**src/design/mpa_pkg.sv**
```systemverilog
// Shared types and constants of the max pooling unit
package mpa_pkg;

   localparam int SAMPLE_W    = 16;
   localparam int INDEX_W     = 24;
   localparam int CSR_INDEX_W = 3;
   localparam int CSR_DATA_W  = 10;
   localparam int OUTQ_DEPTH  = 3;
   localparam int OUTQ_PTR_W  = 2;

   localparam int DEF_MAX_WIDTH  = 512;
   localparam int DEF_MAX_HEIGHT = 512;
   localparam int DEF_MAX_MAPS   = 64;
   localparam int DEF_MAX_WINDOW = 16;

   typedef enum logic [CSR_INDEX_W-1:0] {
      CSR_WINDOW_WIDTH  = 3'd0,
      CSR_WINDOW_HEIGHT = 3'd1,
      CSR_INPUT_WIDTH   = 3'd2,
      CSR_INPUT_HEIGHT  = 3'd3,
      CSR_MAP_COUNT     = 3'd4
   } mpa_csr_type;

   // Per-sample control carried from the counters to the store update
   typedef struct packed {
      logic                       active;
      logic                       first;
      logic                       emit;
      logic                       last;
      logic signed [SAMPLE_W-1:0] sample;
      logic [INDEX_W-1:0]         src_index;
      logic [INDEX_W-1:0]         out_index;
   } mpa_tag_type;

   typedef struct packed {
      logic signed [SAMPLE_W-1:0] value;
      logic [INDEX_W-1:0]         index;
   } mpa_entry_type;

   typedef struct packed {
      logic signed [SAMPLE_W-1:0] max_value;
      logic [INDEX_W-1:0]         source_index;
      logic [INDEX_W-1:0]         out_index;
      logic                       frame_last;
   } mpa_result_type;

endpackage

```
**src/design/mpa_if.sv**
```systemverilog


interface mpa_rsp_if import mpa_pkg::*; ();
   logic                       valid;
   logic                       ready;
   logic signed [SAMPLE_W-1:0] max_value;
   logic [INDEX_W-1:0]         source_index;
   logic [INDEX_W-1:0]         out_index;
   logic                       frame_last;

   modport source (output valid, output max_value, output source_index,
                   output out_index, output frame_last, input ready);
   modport sink (input valid, input max_value, input source_index,
                 input out_index, input frame_last, output ready);
endinterface

```
**src/design/mpa_outq.sv**
```systemverilog
// Result queue that decouples the response side from the sample stream
module mpa_outq import mpa_pkg::*; (
   input  logic           clock,
   input  logic           reset,
   input  logic           push,
   input  mpa_result_type push_data,
   output logic           space,
   mpa_rsp_if.source      rsp_ch
);

   mpa_result_type         q_ff [OUTQ_DEPTH];
   logic [OUTQ_PTR_W-1:0]  wr_ptr_ff, wr_ptr_in, rd_ptr_ff, rd_ptr_in;
   logic [OUTQ_PTR_W-1:0]  count_ff, count_in;
   logic                   pop;

   assign pop = rsp_ch.valid && rsp_ch.ready;

   // Reserve a slot for the beat still in the update stage
   assign space = ({1'b0, count_ff} + {{OUTQ_PTR_W{1'b0}}, push})
                  < (OUTQ_PTR_W + 1)'(OUTQ_DEPTH);

   always_comb begin
      wr_ptr_in = wr_ptr_ff;
      rd_ptr_in = rd_ptr_ff;
      count_in  = count_ff;
      if (push) begin
         wr_ptr_in = (wr_ptr_ff == OUTQ_PTR_W'(OUTQ_DEPTH - 1)) ? '0
                     : wr_ptr_ff + OUTQ_PTR_W'(1);
      end
      if (pop) begin
         rd_ptr_in = (rd_ptr_ff == OUTQ_PTR_W'(OUTQ_DEPTH - 1)) ? '0
                     : rd_ptr_ff + OUTQ_PTR_W'(1);
      end
      if (push && !pop) begin
         count_in = count_ff + OUTQ_PTR_W'(1);
      end else if (pop && !push) begin
         count_in = count_ff - OUTQ_PTR_W'(1);
      end
   end

   always_ff @(posedge clock) begin
      if (reset) begin
         wr_ptr_ff <= '0;
         rd_ptr_ff <= '0;
         count_ff  <= '0;
      end else begin
         wr_ptr_ff <= wr_ptr_in;
         rd_ptr_ff <= rd_ptr_in;
         count_ff  <= count_in;
      end
   end

   always_ff @(posedge clock) begin
      if (push) begin
         q_ff[wr_ptr_ff] <= push_data;
      end
   end

   assign rsp_ch.valid        = count_ff != '0;
   assign rsp_ch.max_value    = q_ff[rd_ptr_ff].max_value;
   assign rsp_ch.source_index = q_ff[rd_ptr_ff].source_index;
   assign rsp_ch.out_index    = q_ff[rd_ptr_ff].out_index;
   assign rsp_ch.frame_last   = q_ff[rd_ptr_ff].frame_last;

endmodule

```
**src/flat_wrapper.sv**
```systemverilog
// flat-port wrapper written by rule: the top's interface ports become plain ports
module mpa_outq_flat import mpa_pkg::*;
  (clock, reset, push, push_data, space, rsp_ch_valid, rsp_ch_max_value, rsp_ch_source_index, rsp_ch_out_index, rsp_ch_frame_last, rsp_ch_ready);
  mpa_rsp_if rsp_ch_i ();
  input  logic clock;
  input  logic reset;
  input  logic push;
  input  mpa_result_type push_data;
  output logic space;
  output wire logic [$bits(rsp_ch_i.valid)-1:0] rsp_ch_valid;
  output wire logic [$bits(rsp_ch_i.max_value)-1:0] rsp_ch_max_value;
  output wire logic [$bits(rsp_ch_i.source_index)-1:0] rsp_ch_source_index;
  output wire logic [$bits(rsp_ch_i.out_index)-1:0] rsp_ch_out_index;
  output wire logic [$bits(rsp_ch_i.frame_last)-1:0] rsp_ch_frame_last;
  input wire logic [$bits(rsp_ch_i.ready)-1:0] rsp_ch_ready;
  assign rsp_ch_valid = rsp_ch_i.valid;
  assign rsp_ch_max_value = rsp_ch_i.max_value;
  assign rsp_ch_source_index = rsp_ch_i.source_index;
  assign rsp_ch_out_index = rsp_ch_i.out_index;
  assign rsp_ch_frame_last = rsp_ch_i.frame_last;
  assign rsp_ch_i.ready = rsp_ch_ready;
  mpa_outq u_core (.clock(clock), .reset(reset), .push(push), .push_data(push_data), .space(space), .rsp_ch(rsp_ch_i));
endmodule
```
**config.mk**
```make
export PLATFORM = sky130hd
export DESIGN_NAME = mpa_outq_flat
export DESIGN_NICKNAME = d
export VERILOG_FILES = /design/src/design/mpa_pkg.sv /design/src/design/mpa_if.sv /design/src/design/mpa_outq.sv /design/src/flat_wrapper.sv
export SDC_FILE = /design/constraint.sdc
export NUM_CORES = 1
export LEC_CHECK = 0
export BUFFER_PORTS_ARGS = -buffer_cell sky130_fd_sc_hd__buf_2
export CORE_MARGIN = 4
export CORE_UTILIZATION = 35
export DETAILED_ROUTE_END_ITERATION = 16
export SYNTH_ARGS = -nofsm -noshare
export SYNTH_HDL_FRONTEND = slang
export SYNTH_SLANG_ARGS = --single-unit
```
**constraint.sdc**
```tcl
create_clock -name clock -period 6.8 [get_ports clock]
set_clock_uncertainty 0.15 [all_clocks]
set_input_delay 1.02 -clock clock [delete_from_list [all_inputs] [get_ports clock]]
set_output_delay 1.02 -clock clock [all_outputs]
set_load 0.02 [all_outputs]
```
# Word level (Yosys, flattened, before mapping)
# Memories as Yosys holds them, arrays and structs flattened. A register that Yosys moved wholly into a read port is not among the register bits.
# Cells that the tools add are included.
[word_totals]
register_bits = 6
mem_bits_rw = 195
input_bits = 69
output_inout_bits = 67
wordCells = 27
mem_count = 1
[op_classes]
add_sub_neg = 5
magnitude_cmp = 1
n_eq_ne = 2
muxes = 8
n_reduce_logical = 7
[memory_table]
columns = ["memory", "words", "word_bits", "rd", "rd_ports_with_merged_regs", "write_ports", "line", "rtl"]
rows = [
  ["u_core.q_ff", 3, 65, 1, 1, 1, "mpa_outq.sv:11", "mpa_result_type q_ff [OUTQ_DEPTH];"],
]
[ops]
columns = ["op", "n"]
rows = [
  ["2-to-1 mux 2 bit", 6],
  ["adder 2 x 1 -> 2 bit (second input constant)", 3],
  ["equality test 2 bit (second input constant)", 2],
  ["nonzero test 2 bit", 2],
  ["adder 2 x 1 -> 3 bit", 1],
  ["logical AND 1 bit", 3],
  ["< comparator 3 x 2 -> 1 bit (second input constant)", 1],
  ["logical NOT 1 bit", 2],
  ["2-to-1 mux 1 bit", 2],
  ["subtractor 2 x 1 -> 2 bit (second input constant)", 1],
]

# Logic depth before layout (Yosys ltp)
# Gate-level depths: netlist (run 1).
[logic_depth]
word_depth = 5
mapped_depth = 5
ltp_nobuf = 5

# Worst setup path before layout (run 1)
# No wires, ideal clock.
[synth_path]
kind = "input to register"
startpoint = "input port push"
endpoint = "register u_core.wr_ptr_ff[0]"
arrival_time_ns = 6.084
required_time_ns = 6.572
setup_slack_ns = 0.488
cell_stages = 3
cell_sequence = "inv_1 nor3_1 o21ba_2"
[synth_lines]
columns = ["element", "line", "rtl"]
rows = [
  ["start: declaration", "flat_wrapper.sv:7", "input logic push;"],
  ["end signal: assignment", "mpa_outq.sv:47", "wr_ptr_ff <= wr_ptr_in;"],
  ["end: declaration", "mpa_outq.sv:12", "logic [OUTQ_PTR_W-1:0] wr_ptr_ff, wr_ptr_in, rd_ptr_ff, rd_ptr_in;"],
]

==> results of run 1 <==
==> metrics by stage <==
| stage | util [%] | setup WS [ns] | power [W] | hold WS (ns) |
|---|---|---|---|---|
| 3_3_place_gp | 40.3 | 3.55 | 0.00214 | 0.302 |
| 5_1_grt | 43.9 | 2.99 | 0.00346 | 0.373 |
| 3_5_place_dp | 40.3 | 3.51 | 0.00216 | 0.325 |
| 4_1_cts | 43.9 | 3.08 | 0.00336 | 0.334 |
| 6_report | 43.9 | 3.18 | 0.00331 | 0.335 |
| 2_1_floorplan | - | 0.488 | 0.00195 | 0.296 |
==> power breakdown <==
| group | internal, W | switching [W] |
|---|---|---|
| Combinational | 0.000230 | 0.000374 |
| Sequential | 0.00144 | 0.0000676 |
| Clock | 0.000748 | 0.000445 |
| Total | 0.00242 | 0.000886 |
==> final timing paths <==
kind,startpoint,end,slack (ns),cells after the start
hold reg to reg,u_core.rd_ptr_ff[1],register,0.33,2
setup / recovery,register,rsp_ch_source_index[19],3.18,4
hold / removal,u_core.rd_ptr_ff[1],register,0.33,2
setup reg to reg,u_core.wr_ptr_ff[1],u_core.q_ff[2][51],4.38,3
==> sequential cells by signal, indices dropped and copies added, names as in the netlist, named ones only <==
signal / flops
u_core.rd_ptr_ff: 2
u_core.wr_ptr_ff: 2
u_core.q_ff: 195
u_core.count_ff: 2
==> routing by layer <==
layer | global-route usage [%] | vias up | routed length (um)
met4 | 3.20 | 0 | 208
met3 | 3.19 | 16 | 881
met5 | 0 | - | 0
met1 | 14.7 | 1956 | 6290
li1 | - | 1972 | -
met2 | 19.8 | 100 | 6920
==> cells by family (layout without fill, tap and decap cells) <==
family,count (synthesis),count (layout),synth area share [%]
flip-flops,203,203,79.7
buffers and inverters,22,181,1.77
adder cells (fa/ha/maj),3,3,0.497
AND/OR/NAND/NOR,78,78,4.16
multiplexers,65,65,8.62
XOR/XNOR,2,2,0.232
AO/OA/AOI/OAI,73,73,5.01
==> cells in the final DEF, fill, tap and decap left out, types with 2 or more instances in the layout <==
cell type  count
buf_2        135
ha_1           3
clkinv_2       2
buf_4          6
a21oi_1        4
clkbuf_16     23
nand2_1       68
or3_1          2
o21ai_1       65
bufinv_16      3
dfxtp_1        6
dfxtp_4        2
nor2_1         2
xor2_1         2
edfxtp_1     195
clkbuf_1       7
mux2i_1       65
==> cell type report <==
| cell class | instances | area, um2 | share of cell area [%] |
|---|---|---|---|
| sequential | 203 | 6020 | 65.1 |
| clock buffer | 31 | 616 | 6.65 |
| tap | 275 | 344 | 3.72 |
| clock inverter | 8 | 129 | 1.39 |
| timing repair buffer | 141 | 721 | 7.79 |
| inverter | 1 | 3.75 | 0.0406 |
| multi-input combinational | 221 | 1410 | 15.3 |
==> critical path, cell delays in order (launching register included) <==
cell     delay, ns
dfxtp_4       0.75
buf_4         0.65
mux2i_1       0.16
o21ai_1       0.21
buf_2         0.20
==> key figures, run 1 <==
Status
  – Outcome: complete, no violations

Synthesis
  – Synth warnings: 0
  – Cell Area, Synth: about 0.0075 mm2
  – #FFs+latches synth: roughly 200
  – Post-Syn Nets: around 520
  – Post-synth EDFFs: 195
  – Synth Area per Inst: about 17 um2
  – FFs w/ async S/R, synth: 0%
  – Top-area cell type share of the netlist area: 77.6%
  – Biggest area consumer among synthesized cells: edfxtp_1
  – Ranking of synthesized cells by area: edfxtp_1 78%, mux2i_1 8.6%, o21ai_1 4.3%
  – Cell count after synthesis: about 450
  – Synth Flop Type: edfxtp_1
  – Count leader, synth: edfxtp_1
  – Most frequent cells after synthesis: 195 x edfxtp_1, 68 x nand2_1, 65 x mux2i_1, 65 x o21ai_1
  – Count of different cell masters after synthesis: 25
  – Sequential fraction of the synthesis area: 79.7%

STA
  – RSZ-0062 raised after global routing: false
  – Final worst-path cycle share: a little over half
  – Setup violators final: 0
  – Final Max Tran Viols: 0
  – Hold Vio Cnt, Final: 0
  – F_max: 0.276 GHz
  – Max-slew headroom: ~28%
  – Actual slew at the worst max-slew pin: between 1 and 1.5 ns
  – Minimum clock period: between 3 and 4 ns
  – Total Neg Setup Slack: 0 ns

Detailed routing
  – Routed WL per cell: ~16 um
  – Antenna-violating nets left: 0
  – Via/cell ratio: 4.60
  – Drc violations: 0
  – TritonRoute pass-1 iters: 4
  – Initial DRC count: 199
  – Total Wirelength: between 10 and 15 mm
  – Vias: 4044

Floorplanning
  – Io pins: between 100 and 150
  – DIE HEIGHT: ~150 um
  – Cell Rows: 53
  – Core ar.: roughly 0.021 mm2
  – Die X: 155 um
  – Initial Util: 35.8%
  – Die ar.: 0.0240 mm2

Power and ir drop
  – P_leak: ~3.2 nW
  – VDD IR-drop max: 0.190 mV
  – Pwr Density: around 360 mW/mm2

Final layout
  – Final Instance Area: 0.00925 mm2
  – Finished Layout Cells: 880
  – Synth-to-Final Area Change: 22.6%
  – Fraction of layout cells with a size suffix above 1: around 30%
  – Fill count: between 1500 and 2000
  – NumNets Final: ~660
  – Ant diodes: 0

GRT
  – First-pass GRT wire length: around 22 mm
  – Overflow after GRT: 0
  – Gr usage total: approximately an eighth
  – Largest net degree at the start of global routing: between 70 and 80
  – Initial antenna violation count: 0
  – Vias in the first global route: 4194

Clock network
  – Post_cts resized: 0
  – Post-CTS Setup Bufs: 0
  – Clk sinks: 203
  – Number of CTS-inserted buffers: 22
  – Clock Pin Slew Worst Setup and Hold Paths: ~0.06 ns
  – CTS tree: yes
  – CTS Hold Bufs: 0
  – CTS Buffer Depth: 3
  – CTS root buf: clkbuf_16
  – Clock latency on the worst-skew pair: 0.48 ns
  – H-tree levels: 1

Critical path
  – Worst EP required: approximately 5.6 ns
  – Critical path arrival: around 2.5 ns
  – Critical Path Start Type: register
  – Crit Path Max Fanout: 34
  – CP Capture Type: output pin
  – Crit Path Category: register to output pin

Place
  – Post-Place Cells: 841
  – Number of port buffers: between 100 and 150
  – Placed Area: approximately 0.0085 mm2
  – DP HPWL: 8.81 mm
  – Routability cong.: around 0.7

Hold path
  – Worst min path class: register to register

Flow run
  – MaxCap Viol Count: 0
Power figures use the tool's default switching activity.
==> run 2: changes to the inputs <==
Clock period 6.8 ns to 3.33 ns, I/O delays scaled along.
==> key figures, run 2 (synthesis results as in run 1) <==
STA
  – Setup violators final: 0 (unchanged)
  – Final worst-path cycle share: 82.3%
  – RSZ-0062 raised after global routing: false
  – Total Neg Setup Slack: 0 ns (unchanged)
  – Final Max Tran Viols: 0 (unchanged)
  – Hold Vio Cnt, Final: 0 (unchanged)
  – Minimum clock period: between 2 and 3 ns
  – Final WS setup: 0.589 ns (-2.59 ns)
  – Max-slew headroom: 56.8% (+29 points)
  – F_max: between 0.3 and 0.4 GHz
  – Actual slew at the worst max-slew pin: 0.648 ns (-0.433 ns)

Place
  – DP HPWL: 9.16 mm (+4.0%)
  – Routability cong.: 0.726 (+3.7%)
  – Placed Area: 0.00857 mm2 (+0.78%)
  – Post-Place Cells: 844 (+0.36%)
  – Number of port buffers: 135 (unchanged)
  – Pre-CTS setup slack: 1.05 ns (-2.45 ns)

Power and ir drop
  – Pwr Density: 717 mW/mm2 (+100%)
  – VDD IR-drop max: 0.347 mV (+83%)
  – P_leak: 3.18 nW (+0.18%)

Clock network
  – CTS Hold Bufs: 0 (unchanged)
  – Clock Pin Slew Worst Setup and Hold Paths: 0.06 ns (about the same)
  – Clock latency on the worst-skew pair: 0.49 ns (about the same)
  – Number of CTS-inserted buffers: 22 (unchanged)
  – CTS root buf: clkbuf_16
  – H-tree levels: 1 (unchanged)
  – Clk sinks: 203 (unchanged)
  – CTS Buffer Depth: 3 (unchanged)
  – Post_cts resized: 0 (unchanged)
  – CTS tree: yes
  – Post-CTS Setup Bufs: 0 (unchanged)

Critical path
  – Worst EP required: 2.68 ns (-2.95 ns)
  – Crit Path Category: register to output pin
  – Critical path arrival: 2.09 ns (-0.36 ns)
  – Critical Path Start Type: register
  – CP Capture Type: output pin
  – Cells on worst reg2reg path: 2 (-1)
  – Crit Path Max Fanout: 33 (-2.9%)

GRT
  – Gr usage total: 12.0% (+0.34 points)
  – Largest net degree at the start of global routing: 63 (-11%)
  – Initial antenna violation count: 2 (+2)
  – Overflow after GRT: 0 (unchanged)
  – First-pass GRT wire length: 23.0 mm (+3.6%)
  – Vias in the first global route: 4376 (+4.3%)

Final layout
  – Most frequent cells in the layout: 195 x edfxtp_1, 135 x buf_2, 68 x nand2_1, 65 x mux2i_1, 65 x o21ai_1
  – Finished Layout Cells: 882 (+0.23%)
  – Synth-to-Final Area Change: 22.7%
  – Max FFs per register: 195 (unchanged)
  – Final Instance Area: 0.00926 mm2 (+0.12%)
  – Ant diodes: 0 (unchanged)
  – Biggest register: u_core.q_ff
  – Fraction of layout cells with a size suffix above 1: 30.0% (+0.066 points)
  – NumNets Final: 665 (+0.45%)
  – Most common cell after layout, fill and taps aside: edfxtp_1

Floorplanning
  – DIE HEIGHT: 155 um (unchanged)
  – Die X: 155 um (unchanged)
  – Io pins: 136 (unchanged)
  – Cell Rows: 53 (unchanged)
  – Core ar.: 0.0211 mm2 (unchanged)
  – Die ar.: 0.0240 mm2 (unchanged)
  – Initial Util: 35.8% (unchanged)

Detailed routing
  – TritonRoute pass-1 iters: 4 (unchanged)
  – Vias: 4099 (+1.4%)
  – Drc violations: 0 (unchanged)
  – Via/cell ratio: 4.65 (+1.1%)
  – Total Wirelength: 14.6 mm (+1.8%)
  – Initial DRC count: 162 (-19%)
  – Routed WL per cell: 16.5 um (+1.5%)
  – Antenna-violating nets left: 0 (unchanged)

Hold path
  – Hold Path Depth: 1 (-1)
  – Worst min path class: input port to register

Status
  – Outcome: complete, no violations

Flow run
  – MaxCap Viol Count: 0 (unchanged)
[run 2: critical path, stage by stage, from the launching register on]
cell and delay, ns:
dfxtp_4 0.77, buf_4 0.34, mux2i_1 0.22, o21ai_1 0.07, buf_2 0.17
[run 2: cell type report]
type	instances	area [um2]
clock buffers	26	587
clock inverters	12	103
fillers	1886	11800
inverters	1	3.75
multi-input cells	221	1420
flip-flops and latches	203	6020
well taps	275	344
repair buffers	144	781
[run 2: layer usage]
layer	share of wire, %	track usage, %	wire length (um)
met1	41	14.5	6000
met2	50	21.1	7310
met5	0.14	0	21
met3	6.6	3.41	965
met4	1.7	3.24	253
[run 2: stage by stage]
stage	hold slack [ns]	utilization [%]	power [W]
detailed placement	0.321	40.6	0.00443
finish	0.0609	43.9	0.00664
floorplan	0.296	-	0.00398
global route	0.0334	43.9	0.00695
global placement	0.310	40.6	0.00440
CTS	0.0350	43.9	0.00674
[run 2: path summary, 6_finish.rpt]
path                        from              endpoint  slack (ns)
min                push_data[15]    u_core.q_ff[0][15]        0.06
max                     register  rsp_ch_out_index[11]        0.59
min reg2reg  u_core.rd_ptr_ff[0]              register        0.33
max reg2reg  u_core.wr_ptr_ff[0]    u_core.q_ff[1][19]        1.45
[run 2: where the power goes]
group	total (W)	switching (W)	internal, W
Clock	0.00230	0.000896	0.00140
Combinational	0.00127	0.000776	0.000491
Sequential	0.00308	0.000135	0.00294
