File: src/design/mpa_pkg.sv
// Shared types and constants of the max pooling unit
package mpa_pkg;

   localparam int SAMPLE_W    = 16;
   localparam int INDEX_W     = 24;
   localparam int CSR_INDEX_W = 3;
   localparam int CSR_DATA_W  = 10;
   localparam int OUTQ_DEPTH  = 3;
   localparam int OUTQ_PTR_W  = 2;

   localparam int DEF_MAX_WIDTH  = 512;
   localparam int DEF_MAX_HEIGHT = 512;
   localparam int DEF_MAX_MAPS   = 64;
   localparam int DEF_MAX_WINDOW = 16;

   typedef enum logic [CSR_INDEX_W-1:0] {
      CSR_WINDOW_WIDTH  = 3'd0,
      CSR_WINDOW_HEIGHT = 3'd1,
      CSR_INPUT_WIDTH   = 3'd2,
      CSR_INPUT_HEIGHT  = 3'd3,
      CSR_MAP_COUNT     = 3'd4
   } mpa_csr_type;

   // Per-sample control carried from the counters to the store update
   typedef struct packed {
      logic                       active;
      logic                       first;
      logic                       emit;
      logic                       last;
      logic signed [SAMPLE_W-1:0] sample;
      logic [INDEX_W-1:0]         src_index;
      logic [INDEX_W-1:0]         out_index;
   } mpa_tag_type;

   typedef struct packed {
      logic signed [SAMPLE_W-1:0] value;
      logic [INDEX_W-1:0]         index;
   } mpa_entry_type;

   typedef struct packed {
      logic signed [SAMPLE_W-1:0] max_value;
      logic [INDEX_W-1:0]         source_index;
      logic [INDEX_W-1:0]         out_index;
      logic                       frame_last;
   } mpa_result_type;

endpackage

File: src/design/mpa_ctrl.sv
// Configuration registers and raster position counters
module mpa_ctrl import mpa_pkg::*; #(
   parameter int MAX_WIDTH  = DEF_MAX_WIDTH,
   parameter int MAX_HEIGHT = DEF_MAX_HEIGHT,
   parameter int MAX_MAPS   = DEF_MAX_MAPS,
   parameter int MAX_WINDOW = DEF_MAX_WINDOW,
   parameter int AW         = (MAX_WIDTH > 1) ? $clog2(MAX_WIDTH) : 1
) (
   input  logic                         clock,
   input  logic                         reset,
   input  logic                         csr_we,
   input  logic [CSR_INDEX_W-1:0]       csr_index,
   input  logic [CSR_DATA_W-1:0]        csr_wdata,
   input  logic                         accept,
   input  logic signed [SAMPLE_W-1:0]   sample,
   output logic [AW-1:0]                rd_addr,
   output mpa_tag_type                  tag
);

   localparam int CW = $clog2(MAX_WIDTH + 1);
   localparam int RW = $clog2(MAX_HEIGHT + 1);
   localparam int MW = $clog2(MAX_MAPS + 1);
   localparam int WB = $clog2(MAX_WINDOW + 1);
   localparam int SW = ((CW > WB) ? CW : WB) + 2;
   localparam int SH = ((RW > WB) ? RW : WB) + 2;

   localparam int WW_RST = (MAX_WINDOW < 2) ? MAX_WINDOW : 2;
   localparam int IW_RST = (MAX_WIDTH < 32) ? MAX_WIDTH : 32;
   localparam int IH_RST = (MAX_HEIGHT < 32) ? MAX_HEIGHT : 32;

   logic [WB-1:0] ww_ff, ww_in, wh_ff, wh_in;
   logic [CW-1:0] iw_ff, iw_in;
   logic [RW-1:0] ih_ff, ih_in;
   logic [MW-1:0] maps_ff, maps_in;
   logic          restart;

   logic [CW-1:0]      col_ff, col_in, col_start_ff, col_start_in;
   logic [WB-1:0]      ciw_ff, ciw_in, riw_ff, riw_in;
   logic [AW-1:0]      wc_ff, wc_in;
   logic [RW-1:0]      row_ff, row_in, row_start_ff, row_start_in;
   logic [MW-1:0]      map_ff, map_in;
   logic [INDEX_W-1:0] src_ff, src_in, out_ff, out_in;

   logic [SW-1:0] col_end;
   logic [SH-1:0] row_end;
   logic          col_fit, row_fit, col_lastwin, row_lastwin;
   logic          ciw_last, riw_last, col_wrap, row_wrap, map_wrap;

   // Register writes: zero acts as one, values above the limit saturate
   always_comb begin
      int v;
      ww_in   = ww_ff;
      wh_in   = wh_ff;
      iw_in   = iw_ff;
      ih_in   = ih_ff;
      maps_in = maps_ff;
      restart = 1'b0;
      v       = 0;
      if (csr_we) begin
         case (mpa_csr_type'(csr_index))
            CSR_WINDOW_WIDTH: begin
               v = int'(csr_wdata[4:0]);
               ww_in = WB'((v == 0) ? 1 : ((v > MAX_WINDOW) ? MAX_WINDOW : v));
               restart = 1'b1;
            end
            CSR_WINDOW_HEIGHT: begin
               v = int'(csr_wdata[4:0]);
               wh_in = WB'((v == 0) ? 1 : ((v > MAX_WINDOW) ? MAX_WINDOW : v));
               restart = 1'b1;
            end
            CSR_INPUT_WIDTH: begin
               v = int'(csr_wdata[9:0]);
               iw_in = CW'((v == 0) ? 1 : ((v > MAX_WIDTH) ? MAX_WIDTH : v));
               restart = 1'b1;
            end
            CSR_INPUT_HEIGHT: begin
               v = int'(csr_wdata[9:0]);
               ih_in = RW'((v == 0) ? 1 : ((v > MAX_HEIGHT) ? MAX_HEIGHT : v));
               restart = 1'b1;
            end
            CSR_MAP_COUNT: begin
               v = int'(csr_wdata[6:0]);
               maps_in = MW'((v == 0) ? 1 : ((v > MAX_MAPS) ? MAX_MAPS : v));
               restart = 1'b1;
            end
            default: begin
               restart = 1'b0;
            end
         endcase
      end
   end

   // A window counts only if it ends inside the map
   assign col_end     = SW'(col_start_ff) + SW'(ww_ff);
   assign row_end     = SH'(row_start_ff) + SH'(wh_ff);
   assign col_fit     = col_end <= SW'(iw_ff);
   assign row_fit     = row_end <= SH'(ih_ff);
   assign col_lastwin = (col_end + SW'(ww_ff)) > SW'(iw_ff);
   assign row_lastwin = (row_end + SH'(wh_ff)) > SH'(ih_ff);
   assign ciw_last    = ciw_ff == (ww_ff - WB'(1));
   assign riw_last    = riw_ff == (wh_ff - WB'(1));
   assign col_wrap    = col_ff == (iw_ff - CW'(1));
   assign row_wrap    = row_ff == (ih_ff - RW'(1));
   assign map_wrap    = map_ff == (maps_ff - MW'(1));

   always_comb begin
      tag.active    = col_fit && row_fit;
      tag.first     = (ciw_ff == '0) && (riw_ff == '0);
      tag.emit      = col_fit && row_fit && ciw_last && riw_last;
      tag.last      = map_wrap && row_lastwin && col_lastwin;
      tag.sample    = sample;
      tag.src_index = src_ff;
      tag.out_index = out_ff;
   end

   assign rd_addr = wc_ff;

   always_comb begin
      col_in       = col_ff;
      col_start_in = col_start_ff;
      ciw_in       = ciw_ff;
      wc_in        = wc_ff;
      row_in       = row_ff;
      row_start_in = row_start_ff;
      riw_in       = riw_ff;
      map_in       = map_ff;
      src_in       = src_ff;
      out_in       = out_ff;
      if (restart) begin
         col_in       = '0;
         col_start_in = '0;
         ciw_in       = '0;
         wc_in        = '0;
         row_in       = '0;
         row_start_in = '0;
         riw_in       = '0;
         map_in       = '0;
         src_in       = '0;
         out_in       = '0;
      end else if (accept) begin
         src_in = src_ff + INDEX_W'(1);
         if (tag.emit) begin
            out_in = out_ff + INDEX_W'(1);
         end
         if (col_wrap) begin
            col_in       = '0;
            col_start_in = '0;
            ciw_in       = '0;
            wc_in        = '0;
            if (row_wrap) begin
               row_in       = '0;
               row_start_in = '0;
               riw_in       = '0;
               // end of frame: start over from the first map
               if (map_wrap) begin
                  map_in = '0;
                  src_in = '0;
                  out_in = '0;
               end else begin
                  map_in = map_ff + MW'(1);
               end
            end else begin
               row_in = row_ff + RW'(1);
               if (riw_last) begin
                  riw_in       = '0;
                  row_start_in = RW'(row_end);
               end else begin
                  riw_in = riw_ff + WB'(1);
               end
            end
         end else begin
            col_in = col_ff + CW'(1);
            if (ciw_last) begin
               ciw_in       = '0;
               col_start_in = CW'(col_end);
               wc_in        = wc_ff + AW'(1);
            end else begin
               ciw_in = ciw_ff + WB'(1);
            end
         end
      end
   end

   always_ff @(posedge clock) begin
      if (reset) begin
         ww_ff        <= WB'(WW_RST);
         wh_ff        <= WB'(WW_RST);
         iw_ff        <= CW'(IW_RST);
         ih_ff        <= RW'(IH_RST);
         maps_ff      <= MW'(1);
         col_ff       <= '0;
         col_start_ff <= '0;
         ciw_ff       <= '0;
         wc_ff        <= '0;
         row_ff       <= '0;
         row_start_ff <= '0;
         riw_ff       <= '0;
         map_ff       <= '0;
         src_ff       <= '0;
         out_ff       <= '0;
      end else begin
         ww_ff        <= ww_in;
         wh_ff        <= wh_in;
         iw_ff        <= iw_in;
         ih_ff        <= ih_in;
         maps_ff      <= maps_in;
         col_ff       <= col_in;
         col_start_ff <= col_start_in;
         ciw_ff       <= ciw_in;
         wc_ff        <= wc_in;
         row_ff       <= row_in;
         row_start_ff <= row_start_in;
         riw_ff       <= riw_in;
         map_ff       <= map_in;
         src_ff       <= src_in;
         out_ff       <= out_in;
      end
   end

endmodule

File: config.mk
export PLATFORM = sky130hd
export DESIGN_NAME = mpa_ctrl
export DESIGN_NICKNAME = d
export VERILOG_FILES = /design/src/design/mpa_pkg.sv /design/src/design/mpa_ctrl.sv
export SDC_FILE = /design/constraint.sdc
export NUM_CORES = 1
export LEC_CHECK = 0
export ABC_AREA = 1
export BUFFER_PORTS_ARGS = -buffer_cell sky130_fd_sc_hd__buf_2
export CORE_MARGIN = 1
export CORE_UTILIZATION = 55
export CTS_BUF_LIST = sky130_fd_sc_hd__clkbuf_4 sky130_fd_sc_hd__clkbuf_8 sky130_fd_sc_hd__clkbuf_16
export DETAILED_ROUTE_END_ITERATION = 8
export PLACE_DENSITY_LB_ADDON = 0.2
export RECOVER_POWER = 25
export SLEW_MARGIN = 20
export SYNTH_ARGS = -nofsm -noshare
export SYNTH_HDL_FRONTEND = slang
export SYNTH_SLANG_ARGS = --single-unit
File: constraint.sdc
create_clock -name clock -period 6.95 [get_ports clock]
set_input_delay 0.3475 -clock clock [delete_from_list [all_inputs] [get_ports clock]]
set_output_delay 0.3475 -clock clock [all_outputs]
set_load 0.01 [all_outputs]
Yosys cells after proc, flatten, opt, wreduce, memory -nomap -nowiden
Index checks and enable logic that the tools add are counted.

Bits in latches: 0. Memory bits (writable): 0. Bits in registers: 151. Output and inout port bits: 77. Memories kept: 0. Memory bits (read-only): 0.

Bitwise operators: 0. Add/subtract/negate cells: 17. Shift-type cells: 0. Multipliers: 0. Div/mod/pow operators: 0. Reductions and logical operators: 25. $lt $le $gt $ge: 7. Mux-type cells: 28. Equal/unequal tests: 9.

Operators with widths (number): $mux 24 (7); $mux 10 (8); $add 24x1->24 const B (2); $mux 5 (6); $add 11x5->12 (2); $gt 12x10->1 (2); $add 10x5->11 (2); $le 11x10->1 (2); $mux 7 (3); $add 10x1->10 const B (2); $eq 10x10->1 (2); $sub 10x1->10 const B (2); $mux 9 (2); $logic_not 5->1 (3); $reduce_and 2->1 (7); $add 5x1->5 const B (2); $eq 5x5->1 (2); $gt 10x10->1 const B (1); $logic_not 10->1 (1); $sub 5x1->5 const B (2); $add 9x1->9 const B (1); $add 7x1->7 const B (1); $eq 7x7->1 (1); $gt 7x7->1 const B (1); 13 further kinds (22).

Longest topological paths before layout
Gate-level depths: netlist (run 1).

Word-level depth: 9. Depth in mapped cells: 26.

Least setup slack after synthesis (run 1)
No wires, ideal clock.

Path kind: register to output. Start: register ww_ff[0]. End: output tag[64] in the netlist's numbering. Cell stages (with the launch flop): 20. Slack: 3.157 ns. Required time: 6.602 ns. Data arrival time: 3.446 ns. Path through: dfxtp_1 -> ha_1 -> inv_1 -> fa_1 -> xnor2_1 -> ha_1 -> inv_1 -> o31ai_1 -> nand2_1 -> nand2_1 -> a21oi_1 -> nor3b_1 -> xor2_1 -> ha_1 -> nand4_1 -> o21ai_0 -> nand3_1 -> a21oi_1 -> nor2_1 -> nor2_1.

RTL lines: start, declared (RTL line mpa_ctrl.sv:31) `logic [WB-1:0] ww_ff, ww_in, wh_ff, wh_in;`; start signal, assigned (RTL line mpa_ctrl.sv:186) `ww_ff <= WB'(WW_RST);`; start signal, assigned (RTL line mpa_ctrl.sv:202) `ww_ff <= ww_in;`; end, declared (RTL line mpa_ctrl.sv:17) `output mpa_tag_type tag`.

==> impl_metrics.toml, run 1 <==
[finish]
area_delta_synth_final_pct = 10.1
fill_cells = 1747
drive_gt1_share_pct = 7.10
finish.net_count = 1762
seqCellArea_um2 = 3020
antenna_cells = 0
final_util_pct = 62.1
multi_input_area_um2 = 6530

[die]
ios = 110
start_util_pct = 56.5
fp-row-count = 50
die_h_um = 141
die_w_um = 141
core-area_um2 = 18800
die_area_um2 = 19900

[setup_path]
crit_required_ns = 6.60
cp_max_fo = 6
worst-endpoint-arrival_ns = 4.67
criticalPathCategory = "reg2out"
cp-end-kind = "primary output"
start_kind = "flop"

[worst_hold_path]
hold_path_class = "in2reg"

[timing]
relSlewSlack_pct = 39.0
rsz0062_at_grt = "no"
setup_viol_count_final = 0
fmaxAchievable_ghz = 0.199
clock_skew_ns = 0.0114
hold_slack_ns = 0.221
fin_crit_ns = 5.02
setup_tns_ns = 0
period_share_pct = 72.2
maxSlewViolCount = 0
max_slew.worst_pin.slew_ns = 0.912
hold_viol = 0

[cts]
numCtsBuffers = 17
hold_buffers = 0
cts_setup_buffers = 0
path_clk_slew_ns = 0.07
cts-root-buf = "clkbuf_16"
tritoncts = "built"
cts_sinks = 151
worst_skew_pair.late_latency_ns = 0.43
cts-resized-gates = 0
clk_path_buf_depth = 2
cts_max_level = 4

[power_and_ir_drop]
cellLeakagePower_uw = 0.00517
powerDensity_nw_per_um2 = 177
vdd_ir_drop_max_v = 0.000152

[global_routing]
grt_pass1_wl_mm = 45.5
track_usage_pct = 28.3
antenna_found_initial = 0
grt_max_degree = 34
grt_overflow = 0
grt_pass1_vias = 9657

[yosys]
synth_top_area_share_pct = 28.4
synth_seq_area_share_pct = 28.4
ys_ff_latch = 151
syn_inst = 1592
netlist_top_cells_area = "dfxtp_1 28%, nand2_1 12%, ha_1 8.8%, inv_1 7.7%, nor2_1 6.4%"
synth.most_common_cell = "nand2_1"
yosysUniqueCellTypes = 48
yosys.area.top_type = "dfxtp_1"
yosysWarnings = 0
postSynthAreaPerCell_um2 = 6.68
synth_common_cells = "338 x nand2_1, 218 x inv_1, 181 x nor2_1"
async_flop_share_pct = 0
synth_nets = 1704
synth_ff_type = "dfxtp_1"
synth.cell_area_um2 = 10600
synth-edff-count = 0

[routing]
wl_per_cell_um = 13.9
routed_wl_mm = 26.8
vias = 10200
ant_nets = 0
drc = 0
routed_via_density = 5.29
drt_iter0_drc = 668
drt-pass1-iter-count = 7

[placed_design]
gp_congestion = 0.928
dp_hpwl_mm = 20.3
port_buffers = 77

[run]
maxCapViolCount = 0

[run_status]
status = "finished clean"
==> worst max-delay path, stage by stage, from the launching register on <==
cell and delay (ns):
dfxtp_1 0.44, ha_1 0.26, inv_1 0.07, fa_1 0.40, xnor2_1 0.19, ha_1 0.36
inv_1 0.07, o31ai_1 0.31, nand2_1 0.09, nand2_1 0.07, a21oi_1 0.08, nor3b_1 0.32
xor2_1 0.19, ha_1 0.28, nand2_1 0.07, nor2_1 0.05, a211oi_1 0.20, o21ai_0 0.13
nand3_1 0.08, a21oi_1 0.06, nor2_1 0.23, nor2_1 0.12, buf_2 0.15
==> final timing paths <==
check          startpoint         end  slack [ns]  depth (start not counted)
max              ww_ff[0]     tag[64]        1.93                         22
min          csr_wdata[3]  maps_ff[3]        0.22                          3
max reg2reg      ww_ff[0]  out_ff[18]        2.77                         20
min reg2reg    maps_ff[1]  maps_ff[1]        0.47                          2
==> area by class of cell <==
| type | instances | area share [%] |
|---|---|---|
| repair buffers | 83 | 3.37 |
| clock buffers | 20 | 3.93 |
| flip-flops and latches | 151 | 25.8 |
| clock inverters | 11 | 1.08 |
| multi-input cells | 1171 | 55.8 |
| well taps | 260 | 2.78 |
| inverters | 226 | 7.25 |
==> through the flow <==
step	instances	area [um2]	setup slack [ns]	power (uW)
floorplan	1592	10600	3.16	1100
global placement	1891	11200	2.67	1160
detailed placement	1891	11200	2.55	1160
CTS	1922	11700	1.95	2090
global route	1922	11700	1.55	2170
finish	1922	11700	1.93	2080
==> routing by layer <==
metal  vias up  GRT usage, %  wire length (um)
met3        63          4.76              1290
met4         0          10.8               778
met1      4622          36.2             12200
met5         -             0                 0
li1       5264             -                 -
met2       226          47.6             12500
==> report_power, final <==
| group | switching, uW | internal, uW |
|---|---|---|
| Clock | 377 | 550 |
| Sequential | 14.7 | 876 |
| Combinational | 170 | 88.2 |
| Total | 562 | 1510 |
==> state kept, by name, indices dropped and copies added (netlist names) <==
name	cells
out_ff	24
row_ff	10
rd_addr	9
wh_ff	5
ih_ff	10
iw_ff	10
riw_ff	5
map_ff	7
maps_ff	7
ww_ff	5
src_ff	24
ciw_ff	5
col_start_ff	10
col_ff	10
row_start_ff	10
==> cell families after synthesis <==
| family | share of synthesized area [%] |
|---|---|
| DFF | 28.4 |
| adders and majority gates | 9.58 |
| xor gates and xnor gates | 9.51 |
| AOI/OAI and AO/OA | 10.2 |
| and+or+nand+nor | 32.0 |
| buffers and inverters | 10.2 |
==> layout by cell type, fill, tap and decap left out, types with 7 or more instances in the layout <==
cell,instances
nor3b_1,8
nor2_1,181
buf_2,51
clkbuf_16,17
a21oi_1,104
nand2_1,338
xnor2_1,36
nand3_1,127
ha_1,75
nor3_1,45
o21ai_0,62
inv_2,7
xor2_1,75
clkbuf_1,27
nand4_1,39
nor4_1,8
nor2_2,9
dfxtp_1,151
inv_1,218
(Power assumes the default switching activity.)
==> run 2: changes to the inputs <==
- clock period: 6.95 -> 5.25 ns (I/O delays scaled with it)
==> run 2 against run 1 <==
Compared with the run above: design area rose by 0.41%; highest routed layer unchanged; global-route usage is 0.58 points lower; combinational power up 33%; sequential cell count is the same; clock skew shrank 0.0015 ns; power rose by 37%; critical path depth unchanged; via count rose by 0.49%; non-clock buffer count down 1; setup slack got worse by 1.5 ns; largest power group unchanged.
==> impl_metrics.toml, run 2 (synthesis results as in run 1) <==
[run_status]
status = "finished clean"

[worst_hold_path]
hold_path_class = "in2reg"

[finish]
drive_gt1_share_pct = 7.22
final_common_cell = "nand2_1"
antenna_cells = 0
final_cell_mix = "338 x nand2_1, 218 x inv_1, 181 x nor2_1"
finish.net_count = 1761
fill_cells = 1800
final_util_pct = 62.4
top_regs = "out_ff x24, src_ff x24"
area_delta_synth_final_pct = 10.5

[global_routing]
gr-usage-met1_pct = 36.1
grtUsageMet2_pct = 46.2
grt_pass1_wl_mm = 44.4
track_usage_pct = 27.7
antenna_found_initial = 0
grt_pass1_vias = 9398
use_met3_pct = 4.21
grt-busiest-layer = "met2"
grt_overflow = 0
grt_max_degree = 34

[setup_path]
worst-endpoint-arrival_ns = 4.58
crit_required_ns = 4.99
criticalPathCategory = "reg2out"
cp-end-kind = "primary output"
start_kind = "flop"
cp_max_fo = 6

[cts]
cts-root-buf = "clkbuf_16"
tritoncts = "built"
cts_sinks = 151
cts_setup_buffers = 0
cts_max_level = 4
numCtsBuffers = 17
hold_buffers = 0
cts-resized-gates = 0
path_clk_slew_ns = 0.06
worst_skew_pair.late_latency_ns = 0.43
clk_path_buf_depth = 2

[die]
die_area_um2 = 19900
die_w_um = 141
core-area_um2 = 18800
start_util_pct = 56.5
ios = 110
fp-row-count = 50
die_h_um = 141

[routing]
routed_via_density = 5.32
wl_per_cell_um = 13.9
ant_nets = 0
drt_iter0_drc = 543
drc = 0
routed_wl_mm = 26.8
vias = 10200
drt-pass1-iter-count = 6

[power_and_ir_drop]
cellLeakagePower_uw = 0.00520
powerDensity_nw_per_um2 = 243
vdd_ir_drop_max_v = 0.000226

[placed_design]
port_buffers = 77
dp_hpwl_mm = 20.2
post-place-ws_ns = 0.886
gp_congestion = 0.944

[timing]
fin_crit_ns = 4.84
setup_viol_count_final = 0
period_share_pct = 92.1
rsz0062_at_grt = "no"
setup_slack_ns = 0.412
setup_tns_ns = 0
clock_skew_ns = 0.00989
hold_viol = 0
maxSlewViolCount = 0
relSlewSlack_pct = 40.0
max_slew.worst_pin.slew_ns = 0.893
fmaxAchievable_ghz = 0.207

[run]
maxCapViolCount = 0
run 2: area by class of cell:
| class | count | area (um2) | area share [%] |
|---|---|---|---|
| Clock buffer | 18 | 439 | 3.74 |
| Timing Repair Buffer | 82 | 389 | 3.31 |
| Inverter | 226 | 848 | 7.22 |
| Sequential cell | 151 | 3020 | 25.7 |
| Multi-Input combinational cell | 1171 | 6530 | 55.6 |
| Clock inverter | 13 | 195 | 1.66 |
| Tap cell | 260 | 325 | 2.77 |
run 2: final timing paths:
path / start / to / slack, ns / cells after the start
max: ww_ff[0] / tag[64] / 0.41 / 22
min: csr_wdata[2] / maps_ff[2] / 0.14 / 3
max reg2reg: ww_ff[0] / out_ff[15] / 1.02 / 20
min reg2reg: maps_ff[1] / maps_ff[1] / 0.48 / 2
run 2: report_power, final:
part	internal, uW	total, uW	switching, uW
sequential	1160	1180	19.0
combinational	117	344	227
clock	812	1330	520
run 2: worst max-delay path, stage by stage (launching register included):
cell	delay, ns
dfxtp_1	0.45
ha_1	0.26
inv_1	0.07
fa_1	0.40
xnor2_1	0.19
ha_1	0.35
inv_1	0.06
o31ai_1	0.31
nand2_1	0.09
nand2_1	0.07
a21oi_1	0.09
nor3b_2	0.24
xor2_1	0.18
ha_1	0.28
nand2_1	0.07
nor2_1	0.04
a211oi_1	0.20
o21ai_0	0.14
nand3_1	0.09
a21oi_1	0.06
nor2_1	0.23
nor2_1	0.12
buf_2	0.15
run 2: through the flow:
stage	hold slack [ns]	area (um2)	power, uW	cells
CTS	0.120	11800	2870	1921
global placement	0.461	11100	1540	1890
finish	0.138	11800	2850	1921
detailed placement	0.465	11100	1540	1890
floorplan	0.363	10600	1460	1592
global route	0.135	11800	2960	1921
run 2: routing by layer:
| layer | up-vias | share of wire (%) |
|---|---|---|
| li1 | 5268 | - |
| met4 | 0 | 2.4 |
| met1 | 4658 | 46 |
| met3 | 52 | 5.0 |
| met2 | 247 | 47 |
| met5 | - | 0 |
